--- config.mk ---
export PLATFORM = sky130hd
export DESIGN_NAME = zero_stuff_interpolating_fir
export DESIGN_NICKNAME = d
export VERILOG_FILES = /design/src/zsif_pkg.sv /design/src/zsif_ctrl.sv /design/src/zsif_datapath.sv /design/src/zero_stuff_interpolating_fir.sv
export VERILOG_INCLUDE_DIRS = /design/src /design/src/src
export SDC_FILE = /design/constraint.sdc
export NUM_CORES = 2
export LEC_CHECK = 0
export ABC_CLOCK_PERIOD_IN_PS = 17450
export BUFFER_PORTS_ARGS = -buffer_cell sky130_fd_sc_hd__buf_4
export CAP_MARGIN = 30
export CORE_AREA = 4 4 437 439
export CTS_BUF_LIST = sky130_fd_sc_hd__clkbuf_16
export DETAILED_ROUTE_END_ITERATION = 10
export DIE_AREA = 0 0 441 443
export GPL_ROUTABILITY_DRIVEN = 0
export PLACE_DENSITY = 0.5
export SETUP_SLACK_MARGIN = 0.15
export SLEW_MARGIN = 40
export SYNTH_ARGS = -nofsm -noshare
export SYNTH_HDL_FRONTEND = slang
export SYNTH_SLANG_ARGS = --single-unit
--- constraint.sdc ---
create_clock -name clk -period 17.45 [get_ports clk]
set_input_delay 3.49 -clock clk [delete_from_list [all_inputs] [get_ports clk]]
set_output_delay 3.49 -clock clk [all_outputs]
set_load 0.05 [all_outputs]
--- src/zero_stuff_interpolating_fir_assert.svh ---
// Assertion macros used by the interpolating FIR datapath.
`ifndef ZERO_STUFF_INTERPOLATING_FIR_ASSERT_SVH
`define ZERO_STUFF_INTERPOLATING_FIR_ASSERT_SVH

// Same-cycle implication, disabled while reset is high.
`define ZSIF_ASSERT_NOW(label, clk, rst, ante, cons) \
  label: assert property (@(posedge clk) disable iff (rst) (ante) |-> (cons)) \
    else $error("zsif: same-cycle check failed");

// Next-cycle implication, disabled while reset is high.
`define ZSIF_ASSERT_NEXT(label, clk, rst, ante, cons) \
  label: assert property (@(posedge clk) disable iff (rst) (ante) |=> (cons)) \
    else $error("zsif: next-cycle check failed");

`endif

--- src/zsif_pkg.sv ---
// Shared types and constants of the zero-stuffing interpolating FIR.
package zsif_pkg;

  localparam int SAMPLE_W   = 16;
  localparam int COEF_W     = 16;
  localparam int TAP_CNT_W  = 7;
  localparam int COEF_IDX_W = 6;
  localparam int IN_DATA_W  = 40;
  localparam int IN_USER_W  = 2;
  localparam int FRAC_BITS  = 15;
  localparam int ROUND_HALF = 16384;
  localparam int OUT_MAX    = 32767;
  localparam int OUT_MIN    = -32768;

  localparam logic REQ_DATA = 1'b0;
  localparam logic REQ_COEF = 1'b1;

  // Commands from the controller to the datapath.
  typedef struct packed {
    logic load_coef;
    logic start_sample;
    logic pos_step;
    logic next_r;
    logic issue;
    logic scale;
    logic emit;
  } cmd_t;

  // Status from the datapath to the controller.
  typedef struct packed {
    logic pos_skip;
    logic tap_ok;
    logic pipe_busy;
    logic r_last;
    logic out_free;
  } status_t;

endpackage

--- src/zsif_ctrl.sv ---
// Controller state machine of the interpolating FIR.
module zsif_ctrl (
  input  logic             clk,
  input  logic             rst,
  input  logic             in_valid,
  input  logic             req_type,
  output logic             in_ready,
  input  zsif_pkg::status_t sts,
  output zsif_pkg::cmd_t    cmd
);

  localparam logic [2:0] S_IDLE  = 3'd0;
  localparam logic [2:0] S_POS   = 3'd1;
  localparam logic [2:0] S_MAC   = 3'd2;
  localparam logic [2:0] S_DRAIN = 3'd3;
  localparam logic [2:0] S_SCALE = 3'd4;
  localparam logic [2:0] S_EMIT  = 3'd5;

  logic [2:0] state;
  logic [2:0] state_next;

  assign in_ready = (state == S_IDLE);

  always_comb begin
    state_next = state;
    cmd        = '0;
    case (state)
      S_IDLE: begin
        if (in_valid) begin
          if (req_type == zsif_pkg::REQ_COEF) begin
            cmd.load_coef = 1'b1;
          end else begin
            cmd.start_sample = 1'b1;
            state_next       = S_POS;
          end
        end
      end
      S_POS: begin
        cmd.pos_step = 1'b1;
        if (sts.pos_skip) begin
          if (sts.r_last) begin
            state_next = S_IDLE;
          end else begin
            cmd.next_r = 1'b1;
          end
        end else begin
          state_next = S_MAC;
        end
      end
      S_MAC: begin
        if (sts.tap_ok) begin
          cmd.issue = 1'b1;
        end else begin
          state_next = S_DRAIN;
        end
      end
      S_DRAIN: begin
        if (!sts.pipe_busy) begin
          state_next = S_SCALE;
        end
      end
      S_SCALE: begin
        cmd.scale  = 1'b1;
        state_next = S_EMIT;
      end
      S_EMIT: begin
        if (sts.out_free) begin
          cmd.emit = 1'b1;
          if (sts.r_last) begin
            state_next = S_IDLE;
          end else begin
            cmd.next_r = 1'b1;
            state_next = S_POS;
          end
        end
      end
      default: begin
        state_next = S_IDLE;
      end
    endcase
  end

  always_ff @(posedge clk) begin
    if (rst) begin
      state <= S_IDLE;
    end else begin
      state <= state_next;
    end
  end

endmodule

--- src/zsif_datapath.sv ---
// Datapath: coefficient memory, sample history, MAC pipeline and output register.
`include "zero_stuff_interpolating_fir_assert.svh"
module zsif_datapath #(
  parameter int UPSAMPLE_FACTOR = 8,
  parameter int MAX_TAPS        = 64
) (
  input  logic                                  clk,
  input  logic                                  rst,
  input  zsif_pkg::cmd_t                        cmd,
  output zsif_pkg::status_t                     sts,
  input  logic                                  frame_start,
  input  logic signed [zsif_pkg::SAMPLE_W-1:0]  sample_in,
  input  logic [zsif_pkg::COEF_IDX_W-1:0]       coef_index,
  input  logic signed [zsif_pkg::COEF_W-1:0]    coef_value,
  input  logic                                  cfg_wr,
  input  logic [zsif_pkg::TAP_CNT_W-1:0]        cfg_data,
  input  logic                                  out_ready,
  output logic                                  out_valid,
  output logic signed [zsif_pkg::SAMPLE_W-1:0]  sample_out,
  output logic                                  last_of_run,
  output logic                                  clipped
);

  localparam int HIST_DEPTH = (MAX_TAPS - 1) / UPSAMPLE_FACTOR + 1;
  localparam int AW    = $clog2(MAX_TAPS);
  localparam int WW    = $clog2(MAX_TAPS + 1);
  localparam int KW    = $clog2(MAX_TAPS + UPSAMPLE_FACTOR);
  localparam int RW    = $clog2(UPSAMPLE_FACTOR);
  localparam int JW    = (HIST_DEPTH > 1) ? $clog2(HIST_DEPTH) : 1;
  localparam int PW    = zsif_pkg::SAMPLE_W + zsif_pkg::COEF_W;
  localparam int ACC_W = PW + $clog2(HIST_DEPTH + 1);
  localparam int SW    = ACC_W + 5;
  localparam int RESET_TAPS = (MAX_TAPS < 64) ? MAX_TAPS : 64;

  // Coefficient memory with per-entry valid bits standing in for the zero reset.
  logic signed [zsif_pkg::COEF_W-1:0] coef_mem [MAX_TAPS];
  logic [MAX_TAPS-1:0]                coef_vld;
  logic signed [zsif_pkg::COEF_W-1:0] coef_q;
  logic                               cvld_q;
  logic                               coef_in_range;

  logic signed [zsif_pkg::SAMPLE_W-1:0] hist [HIST_DEPTH];
  logic [WW-1:0]  warmup;
  logic [WW-1:0]  taps;
  logic [8:0]     cfg_wide;
  logic [RW-1:0]  r;
  logic [KW-1:0]  k;
  logic [JW-1:0]  j;

  logic signed [zsif_pkg::SAMPLE_W-1:0] samp_q;
  logic signed [zsif_pkg::COEF_W-1:0]   coef_eff;
  logic signed [PW-1:0]                 prod;
  logic                                 s1_v;
  logic                                 s2_v;
  logic signed [ACC_W-1:0]              acc;
  logic signed [SW-1:0]                 scaled;
  logic signed [SW-1:0]                 q_full;
  logic                                 q_hi;
  logic                                 q_lo;

  assign coef_in_range = ({3'b000, coef_index} < 9'(MAX_TAPS));
  assign cfg_wide      = {2'b00, cfg_data};

  always_ff @(posedge clk) begin
    if (cmd.load_coef && coef_in_range) begin
      coef_mem[AW'(coef_index)] <= coef_value;
    end
    if (cmd.issue) begin
      coef_q <= coef_mem[k[AW-1:0]];
    end
  end

  always_ff @(posedge clk) begin
    if (rst) begin
      coef_vld <= '0;
      cvld_q   <= 1'b0;
    end else begin
      if (cmd.load_coef && coef_in_range) begin
        coef_vld[AW'(coef_index)] <= 1'b1;
      end
      if (cmd.issue) begin
        cvld_q <= coef_vld[k[AW-1:0]];
      end
    end
  end

  // Tap count register, stored already clamped to 1..MAX_TAPS.
  always_ff @(posedge clk) begin
    if (rst) begin
      taps <= WW'(RESET_TAPS);
    end else if (cfg_wr) begin
      if (cfg_data == '0) begin
        taps <= WW'(1);
      end else if (cfg_wide > 9'(MAX_TAPS)) begin
        taps <= WW'(MAX_TAPS);
      end else begin
        taps <= WW'(cfg_data);
      end
    end
  end

  // History shift line and frame warm-up counter.
  always_ff @(posedge clk) begin
    if (rst) begin
      for (int i = 0; i < HIST_DEPTH; i++) begin
        hist[i] <= '0;
      end
      warmup <= '0;
    end else begin
      if (cmd.start_sample) begin
        hist[0] <= sample_in;
        for (int i = 1; i < HIST_DEPTH; i++) begin
          hist[i] <= frame_start ? '0 : hist[i-1];
        end
        if (frame_start) begin
          warmup <= '0;
        end
      end else if (cmd.pos_step && (warmup < WW'(MAX_TAPS))) begin
        warmup <= warmup + WW'(1);
      end
    end
  end

  // Phase and tap counters.
  always_ff @(posedge clk) begin
    if (cmd.start_sample) begin
      r <= '0;
    end else if (cmd.next_r) begin
      r <= r + RW'(1);
    end
    if (cmd.pos_step) begin
      k <= KW'(r);
      j <= '0;
    end else if (cmd.issue) begin
      k <= k + KW'(UPSAMPLE_FACTOR);
      j <= j + JW'(1);
    end
  end

  // Multiply-accumulate pipeline: read, multiply, accumulate.
  assign coef_eff = cvld_q ? coef_q : '0;

  always_ff @(posedge clk) begin
    if (rst) begin
      s1_v <= 1'b0;
      s2_v <= 1'b0;
    end else begin
      s1_v <= cmd.issue;
      s2_v <= s1_v;
    end
  end

  always_ff @(posedge clk) begin
    if (cmd.issue) begin
      samp_q <= hist[j];
    end
    prod <= samp_q * coef_eff;
    if (cmd.pos_step) begin
      acc <= '0;
    end else if (s2_v) begin
      acc <= acc + ACC_W'(prod);
    end
    if (cmd.scale) begin
      scaled <= SW'(acc) * SW'(UPSAMPLE_FACTOR) + SW'(zsif_pkg::ROUND_HALF);
    end
  end

  // Floor shift and saturation.
  assign q_full = scaled >>> zsif_pkg::FRAC_BITS;
  assign q_hi   = (q_full > SW'(zsif_pkg::OUT_MAX));
  assign q_lo   = (q_full < SW'(zsif_pkg::OUT_MIN));

  always_ff @(posedge clk) begin
    if (rst) begin
      out_valid <= 1'b0;
    end else if (cmd.emit) begin
      out_valid <= 1'b1;
    end else if (out_ready) begin
      out_valid <= 1'b0;
    end
  end

  always_ff @(posedge clk) begin
    if (cmd.emit) begin
      if (q_hi) begin
        sample_out <= zsif_pkg::SAMPLE_W'(zsif_pkg::OUT_MAX);
      end else if (q_lo) begin
        sample_out <= zsif_pkg::SAMPLE_W'(zsif_pkg::OUT_MIN);
      end else begin
        sample_out <= q_full[zsif_pkg::SAMPLE_W-1:0];
      end
      clipped     <= q_hi | q_lo;
      last_of_run <= sts.r_last;
    end
  end

  assign sts.pos_skip  = (({1'b0, warmup} + (WW+1)'(1)) < {1'b0, taps});
  assign sts.tap_ok    = (k < KW'(taps));
  assign sts.pipe_busy = s1_v | s2_v;
  assign sts.r_last    = (r == RW'(UPSAMPLE_FACTOR - 1));
  assign sts.out_free  = !out_valid || out_ready;

  `ZSIF_ASSERT_NOW(a_emit_free, clk, rst, cmd.emit, (!out_valid || out_ready))
  `ZSIF_ASSERT_NOW(a_issue_in_range, clk, rst, cmd.issue, (k < KW'(taps)))
  `ZSIF_ASSERT_NOW(a_scale_drained, clk, rst, cmd.scale, (!s1_v && !s2_v))
  `ZSIF_ASSERT_NEXT(a_emit_shows, clk, rst, cmd.emit, out_valid)

endmodule

--- src/zero_stuff_interpolating_fir.sv ---
// Top level of the zero-stuffing interpolating FIR filter.
// Usage: input transactions arrive on the s_axis channel. tuser bit 0 selects the kind:
// 0 is a data sample, 1 is a coefficient load that writes one Q1.15 tap and gives
// no output. tuser bit 1 marks a frame start, which clears the sample history and
// the warm-up count before the sample. Each data sample produces up to
// UPSAMPLE_FACTOR output transactions on m_axis, with tlast on the last one and
// tuser set when the output was saturated. Positions in the warm-up part of a
// frame (index below tap_count-1) produce nothing.
// Sequence: a coefficient load is taken in idle and the block stays ready. A data
// sample is accepted, each suppressed position is skipped, and each produced position
// r walks the taps of phase r, drains the pipeline, scales and emits its result,
// with the single multiply-accumulate unit walking the taps one per cycle.
// The cfg channel writes tap_count; it is always ready and must be written idle.
// Reset (rst, synchronous) sets tap_count to MAX_TAPS capped at 64, zeros all coefficients, the history
// and the warm-up count. A stalled receiver holds the output register; the block
// waits with the next result, and takes new input once the current sample is done.
module zero_stuff_interpolating_fir #(
  parameter int UPSAMPLE_FACTOR = 8,
  parameter int MAX_TAPS        = 64
) (
  input  logic                               clk,
  input  logic                               rst,
  input  logic                               s_axis_tvalid,
  output logic                               s_axis_tready,
  // sample_in[15:0], coef_index[21:16], coef_value[37:22], zero fill [39:38]
  input  logic [zsif_pkg::IN_DATA_W-1:0]     s_axis_tdata,
  // req_type[0], frame_start[1]
  input  logic [zsif_pkg::IN_USER_W-1:0]     s_axis_tuser,
  output logic                               m_axis_tvalid,
  input  logic                               m_axis_tready,
  // sample_out[15:0]
  output logic [zsif_pkg::SAMPLE_W-1:0]      m_axis_tdata,
  output logic                               m_axis_tlast,
  // clipped[0]
  output logic [0:0]                         m_axis_tuser,
  input  logic                               cfg_valid,
  output logic                               cfg_ready,
  input  logic [zsif_pkg::TAP_CNT_W-1:0]     cfg_data
);

  zsif_pkg::cmd_t    cmd;
  zsif_pkg::status_t sts;
  logic signed [zsif_pkg::SAMPLE_W-1:0] sample_out;
  logic                                 clipped;

  // Configuration writes land directly in the tap count register, so the channel never stalls.
  assign cfg_ready = 1'b1;

  zsif_ctrl u_ctrl (
    .clk      (clk),
    .rst      (rst),
    .in_valid (s_axis_tvalid),
    .req_type (s_axis_tuser[0]),
    .in_ready (s_axis_tready),
    .sts      (sts),
    .cmd      (cmd)
  );

  zsif_datapath #(
    .UPSAMPLE_FACTOR (UPSAMPLE_FACTOR),
    .MAX_TAPS        (MAX_TAPS)
  ) u_datapath (
    .clk         (clk),
    .rst         (rst),
    .cmd         (cmd),
    .sts         (sts),
    .frame_start (s_axis_tuser[1]),
    .sample_in   (s_axis_tdata[15:0]),
    .coef_index  (s_axis_tdata[21:16]),
    .coef_value  (s_axis_tdata[37:22]),
    .cfg_wr      (cfg_valid & cfg_ready),
    .cfg_data    (cfg_data),
    .out_ready   (m_axis_tready),
    .out_valid   (m_axis_tvalid),
    .sample_out  (sample_out),
    .last_of_run (m_axis_tlast),
    .clipped     (clipped)
  );

  assign m_axis_tdata    = sample_out;
  assign m_axis_tuser[0] = clipped;

endmodule
# Yosys cells after proc, flatten, opt, wreduce, memory -nomap -nowiden

Memories as Yosys holds them, arrays and structs flattened. A register that Yosys moved wholly into a read port is not among the register bits.
Index checks and enable logic that the tools add are counted.

Add/sub/neg operators: 7
Multiply operators: 1
Magnitude comparators: 9
Equality and inequality tests: 13
Mux-type cells: 60
Bitwise operators: 11
Reduce and logical (&&, ||, !) cells: 11

Operator list:

| cell                   | number |
|---|---|
| $mux 16                | 17 |
| $or 64x64->64          | 1 |
| $add 39x16->40 const B | 1 |
| $add 36x32->36         | 1 |
| $mux 7                 | 5 |
| $mul 16x16->32         | 1 |
| $mux 3                 | 9 |
| $gt 25x16->1 const B   | 1 |
| $lt 25x16->1 const B   | 1 |
| $mux 1                 | 23 |
| $pmux 3 s6             | 1 |
| $lt 6x7->1 const B     | 2 |
| $ne 2x2->1 const B     | 6 |
| $or 1x1->1             | 10 |
| $eq 3x3->1 const B     | 3 |
| $add 7x1->8 const B    | 1 |
| $lt 8x7->1             | 1 |
| $add 7x1->7 const B    | 1 |
| $add 7x4->7 const B    | 1 |
| $gt 7x7->1 const B     | 1 |
| $logic_not 7->1        | 1 |
| $lt 7x7->1             | 1 |
| $lt 7x7->1 const B     | 1 |
| $add 3x1->3 const B    | 2 |
| other kinds (15)       | 20 |

Bits in registers: 224
RAM bits: 1152
Output and inout port bits: 21
Logic and storage cells: 132
Memories kept: 2

Memory list:

| memory              | words | bits a word | read ports | clocked after memory_dff | write ports | line                | text |
|---|---|---|---|---|---|---|---|
| u_datapath.coef_mem | 64    | 16          | 1          | 1                        | 1           | zsif_datapath.sv:36 | `logic signed [zsif_pkg::COEF_W-1:0] coef_mem [MAX_TAPS];` |
| u_datapath.hist     | 8     | 16          | 8          | 1                        | 8           | zsif_datapath.sv:42 | `logic signed [zsif_pkg::SAMPLE_W-1:0] hist [HIST_DEPTH];` |

# Logic depth before layout (Yosys ltp)

Word-level depth: 7
Depth in mapped cells: 27
Mapped depth without buffers: 24

# Hierarchy

A second synthesis with hierarchy kept.

Cell total of the unflattened synthesis: 4039
Area total of the unflattened synthesis: 65336.4 um2

By module, submodules not included:

| module                       | times used | cells each | area each (um2) |
|---|---|---|---|
| zsif_datapath                | 1          | 3998       | 65028.6 |
| zsif_ctrl                    | 1          | 39         | 296.5 |
| zero_stuff_interpolating_fir | 1          | 2          | 11.3 |

# Worst setup path after synthesis

OpenSTA, ideal clock, no wires.

Kind: input-to-reg
Start point: in s_axis_tvalid
End point: mem u_datapath.hist[0][0] (netlist name), enable pin
Arrival: 12.582 ns
Required time: 16.657 ns
Slack: 4.075 ns
Cell stages on the path: 2
Buffers on the path: 0
Path through: nand2_1 o21ai_0

RTL lines:

| what        | line                               | text |
|---|---|---|
| from (decl) | zero_stuff_interpolating_fir.sv:23 | `input logic s_axis_tvalid,` |
| to (decl)   | zsif_datapath.sv:42                |  |

# Worst setup path in the final report

Start point: reg u_datapath.cvld_q
End point: reg u_datapath.prod[30]

Longest elaborated chain between the ends: 2

Ends and longest elaborated chain:

| what                   | line                 | text |
|---|---|---|
| from (decl)            | zsif_datapath.sv:39  | `logic cvld_q;` |
| from (signal assigned) | zsif_datapath.sv:82  | `cvld_q <= coef_vld[k[AW-1:0]];` |
| $mux 16                | zsif_datapath.sv:141 | `assign coef_eff = cvld_q ? coef_q : '0;` |
| $mul 16x16->32         | zsif_datapath.sv:157 | `prod <= samp_q * coef_eff;` |
| to (signal assigned)   | zsif_datapath.sv:157 |  |
| to (decl)              | zsif_datapath.sv:52  | `logic signed [PW-1:0] prod;` |

No other way between the ends.
A chain may end at the register's enable or synchronous reset.

==> key figures <==
Routing
  – Routed met3 length: 6.74 mm
  – Router iterations before antenna repair: 7
  – Met1 Wirelength: 68.3 mm
  – Top sig layer: met5
  – Residual DRC: 0
  – DR WL/cell: 23.9 um
  – DR vias: 34300
  – Total Wirelength: 160 mm
  – Antenna viol nets, final: 0
  – DR vias/cell: 5.10
  – 1st-iter DRT viols: 2817
  – DR WL met2: 82.5 mm

Global route
  – Initial antenna violation count: 14
  – Total grt overflow: 0
  – GRT Total Usage: 16.5%
  – Maximum number of pins on one net before global-route repair: 113
  – Vias in the first global route: 35400
  – First-pass GRT wire length: 239 mm

Timing
  – Rel. slew slack: 41.4%
  – Setup ws final: 9610 ps
  – Hold_ws: 462 ps
  – Max frequency: 128 MHz
  – Endpoints failing setup: 0
  – RSZ-0062 raised after global routing: no
  – Max-slew violation count: 0
  – Max Clock Skew: 63.9 ps
  – Final setup TNS: 0 ps
  – Hold Vio Cnt, Final: 0
  – Worst-margin pin slew: 876 ps
  – Final cycle utilization of the critical path: 44.9%
  – Min Clock Period, post-route: 7840 ps

Worst setup path
  – Crit path max fanout: 98
  – Crit path cell chain: buf_4 > and2_1 > nand2_1 > inv_1 > fa_1 > fa_1 > fa_1 > fa_1 > fa_1 > inv_1 > fa_1 > inv_1 > ha_1 > nand4_1 > nor2_1 > nand3_1 > nor3_1 > o31ai_1 > o21bai_1 > a21oi_1 > xnor2_1
  – R2r worst-path depth: 21
  – Worst path max stage delay: 990 ps
  – CP startpoint: u_datapath.cvld_q
  – CP arrival: 8480 ps
  – Reg-to-reg setup timing slack: 9610 ps
  – Worst setup EP type: register
  – Crit-path most repeated cell: fa_1
  – Reg-to-reg startpoint: u_datapath.cvld_q
  – Critical Setup Path Class: reg -> reg
  – CP required: 18090 ps
  – CP Buf/Inv Count: 4
  – Crit path max-delay family: adder cells
  – Slowest cell on the critical path: fa_1
  – Critical path endpoint: u_datapath.prod[30]
  – WP depth: 21
  – Startpoint Class: register
  – RR Endpoint: u_datapath.prod[30]

Layout
  – Fin cells: 6716
  – Area Growth Syn to Fin: 13.5%
  – Layout cells sized above 1: 20.0%
  – FILL cells: 17100
  – Nets: 4547

Logic synthesis
  – Yosys reg bits: 1393
  – Syn_area_per_cell: 16.3 um^2
  – Post-synthesis adder-cell area fraction: 10.7%
  – Post-synthesis sequential area ratio: 61.6%
  – Xor and xnor area share after synthesis: 1.28%
  – Simple-gate share of the synthesized area: 6.92%
  – Mapped Nets: 4445
  – Syn. warnings: 0
  – Synth Area in Compound Gates: 2.23%
  – Netlist cell types: 67
  – Post-synth EDFFs: 1230
  – Synth Flop Type: edfxtp_1
  – Post-synth ARST share: 0%
  – Post-synthesis mux area share: 14.2%
  – Largest family of logic cells by synthesized area: multiplexers
  – Mapped Area: 65200 um^2
  – Mapped Cells: 3993

Clock tree
  – H-tree depth: 4
  – Clk Latency, worst-skew pair: 760 ps
  – CTS tree: yes
  – Setup bufs post-CTS: 0
  – CTS clk-pin slew, worst paths: 60 ps
  – Clk sinks: 1393
  – Inserted Clock Buffers: 149
  – Clock Tree Root: clkbuf_16
  – # hold bufs at CTS: 0
  – CTS resizes: 0
  – Clock Path Buffers: 3

Outcome
  – Status: finished clean

Floorplan
  – Num ports: 75
  – Row cnt: 159
  – Die height: 443 um
  – Die Wd: 441 um
  – Area of the die: 195000 um^2
  – Initial Utilization: 34.8%
  – Core footprint: 187000 um^2

Placed design
  – Port Buffer Count: 71
  – Dpl ws: 9640 ps
  – Dpl cells: 6434
  – DP HPWL: 98.0 mm

Pwr
  – Power per standard cell area: 108 nW/um^2
  – Total power draw: 8000 uW
  – LEAKAGE: 0.0270 uW
  – VDD IR max: 0.0847 mV

Hold path
  – Worst hold path class: reg -> reg
  – Hold Crit Depth: 1

Flow run
  – Max_cap viols: 0
-- cell usage in the layout (no fill, tap or decap), types with 135 or more instances in the layout --
cell type	instances
and3_1	235
clkbuf_16	155
dfxtp_1	157
edfxtp_1	1230
fa_1	263
ha_1	135
inv_1	347
mux4_2	389
nand2_1	193
nor2_1	230
-- area by class of cell --
cell class | count | area (um^2) | area share, %
inverters | 312 | 1170 | 1.58
diodes | 6 | 15.0 | 0.0203
clock inverters | 117 | 786 | 1.06
well taps | 2495 | 3120 | 4.22
clock buffers | 154 | 3850 | 5.20
multi-input cells | 2085 | 23400 | 31.5
flip-flops and latches | 1393 | 40200 | 54.3
repair buffers | 154 | 1550 | 2.09
-- where the power goes --
part	switching [uW]	internal (uW)	leakage, uW
Combinational	687	557	0.0120
Clock	1320	1680	0.00241
Sequential	55.0	3700	0.0126
Total	2060	5940	0.0270
-- cell families after synthesis --
family                     after synthesis
other                                    1
DFF                                   1393
xor gates and xnor gates                95
buffers and inverters                  515
AOI/OAI and AO/OA                      233
muxes                                  436
adders and majority gates              398
and+or+nand+nor                        922
-- stage by stage --
stage / util, % / cell area (um^2)
after global placement: 36.8 / 68900
after global routing: 39.6 / 74000
after CTS: 39.5 / 73900
after detailed placement: 37.0 / 69300
final: 39.6 / 74100
after floorplan: - / 65200
-- how the worst min path moves through the flow --
stage | to | slack, ps | startpoint
4_1_cts | u_datapath.s2_v | 460 | u_datapath.s1_v
5_1_grt | u_datapath.coef_vld[62] | 490 | u_datapath.coef_vld[62]
3_3_place_gp | u_datapath.k[1] | 440 | u_datapath.r[1]
2_1_floorplan | u_datapath.k[1] | 430 | u_datapath.r[1]
6_report | u_datapath.s2_v | 460 | u_datapath.s1_v
3_5_place_dp | u_datapath.s2_v | 450 | u_datapath.s1_v
-- layer usage --
metal	global-route usage (%)	up-vias
li1	-	15200
met1	22.2	18200
met2	28.2	678
met3	2.64	184
met4	3.15	2
met5	0	-
-- cell usage after synthesis, types with 7 or more instances --
library cell | number | area share, %
clkbuf_1 | 144 | 0.83
ha_1 | 135 | 2.6
nand2b_1 | 13 | 0.12
nand3_1 | 50 | 0.38
mux4_2 | 389 | 13
o21ai_0 | 50 | 0.38
buf_1 | 26 | 0.15
mux2_2 | 16 | 0.28
edfxtp_1 | 1230 | 57
buf_2 | 23 | 0.18
fa_1 | 263 | 8.1
and2_1 | 52 | 0.50
o31ai_1 | 9 | 0.10
xor2_1 | 27 | 0.36
nand4_1 | 11 | 0.11
o21a_1 | 10 | 0.12
nor2b_1 | 11 | 0.11
o211ai_1 | 8 | 0.092
nand2_1 | 193 | 1.1
nor3_1 | 12 | 0.092
inv_1 | 311 | 1.8
xnor2_1 | 68 | 0.91
nor2_1 | 296 | 1.7
dfxtp_1 | 163 | 5.0
mux2i_1 | 31 | 0.48
a21o_1 | 24 | 0.28
a21oi_1 | 67 | 0.51
o21bai_1 | 7 | 0.081
and3_1 | 235 | 2.3
nand3b_1 | 15 | 0.17
o21ai_1 | 8 | 0.061
a31oi_1 | 15 | 0.14
-- registers in the layout, indices dropped and copies added, names as in the netlist, 16 cells and up --
register,flops
u_datapath.samp_q,16
u_datapath.prod,32
u_datapath.scaled,25
u_datapath.acc,36
u_datapath.hist,128
u_datapath.coef_vld,64
u_datapath.sample_out,16
u_datapath.coef_q,16
u_datapath.coef_mem,1024
No activity file was read; power rests on OpenSTA's default activity.
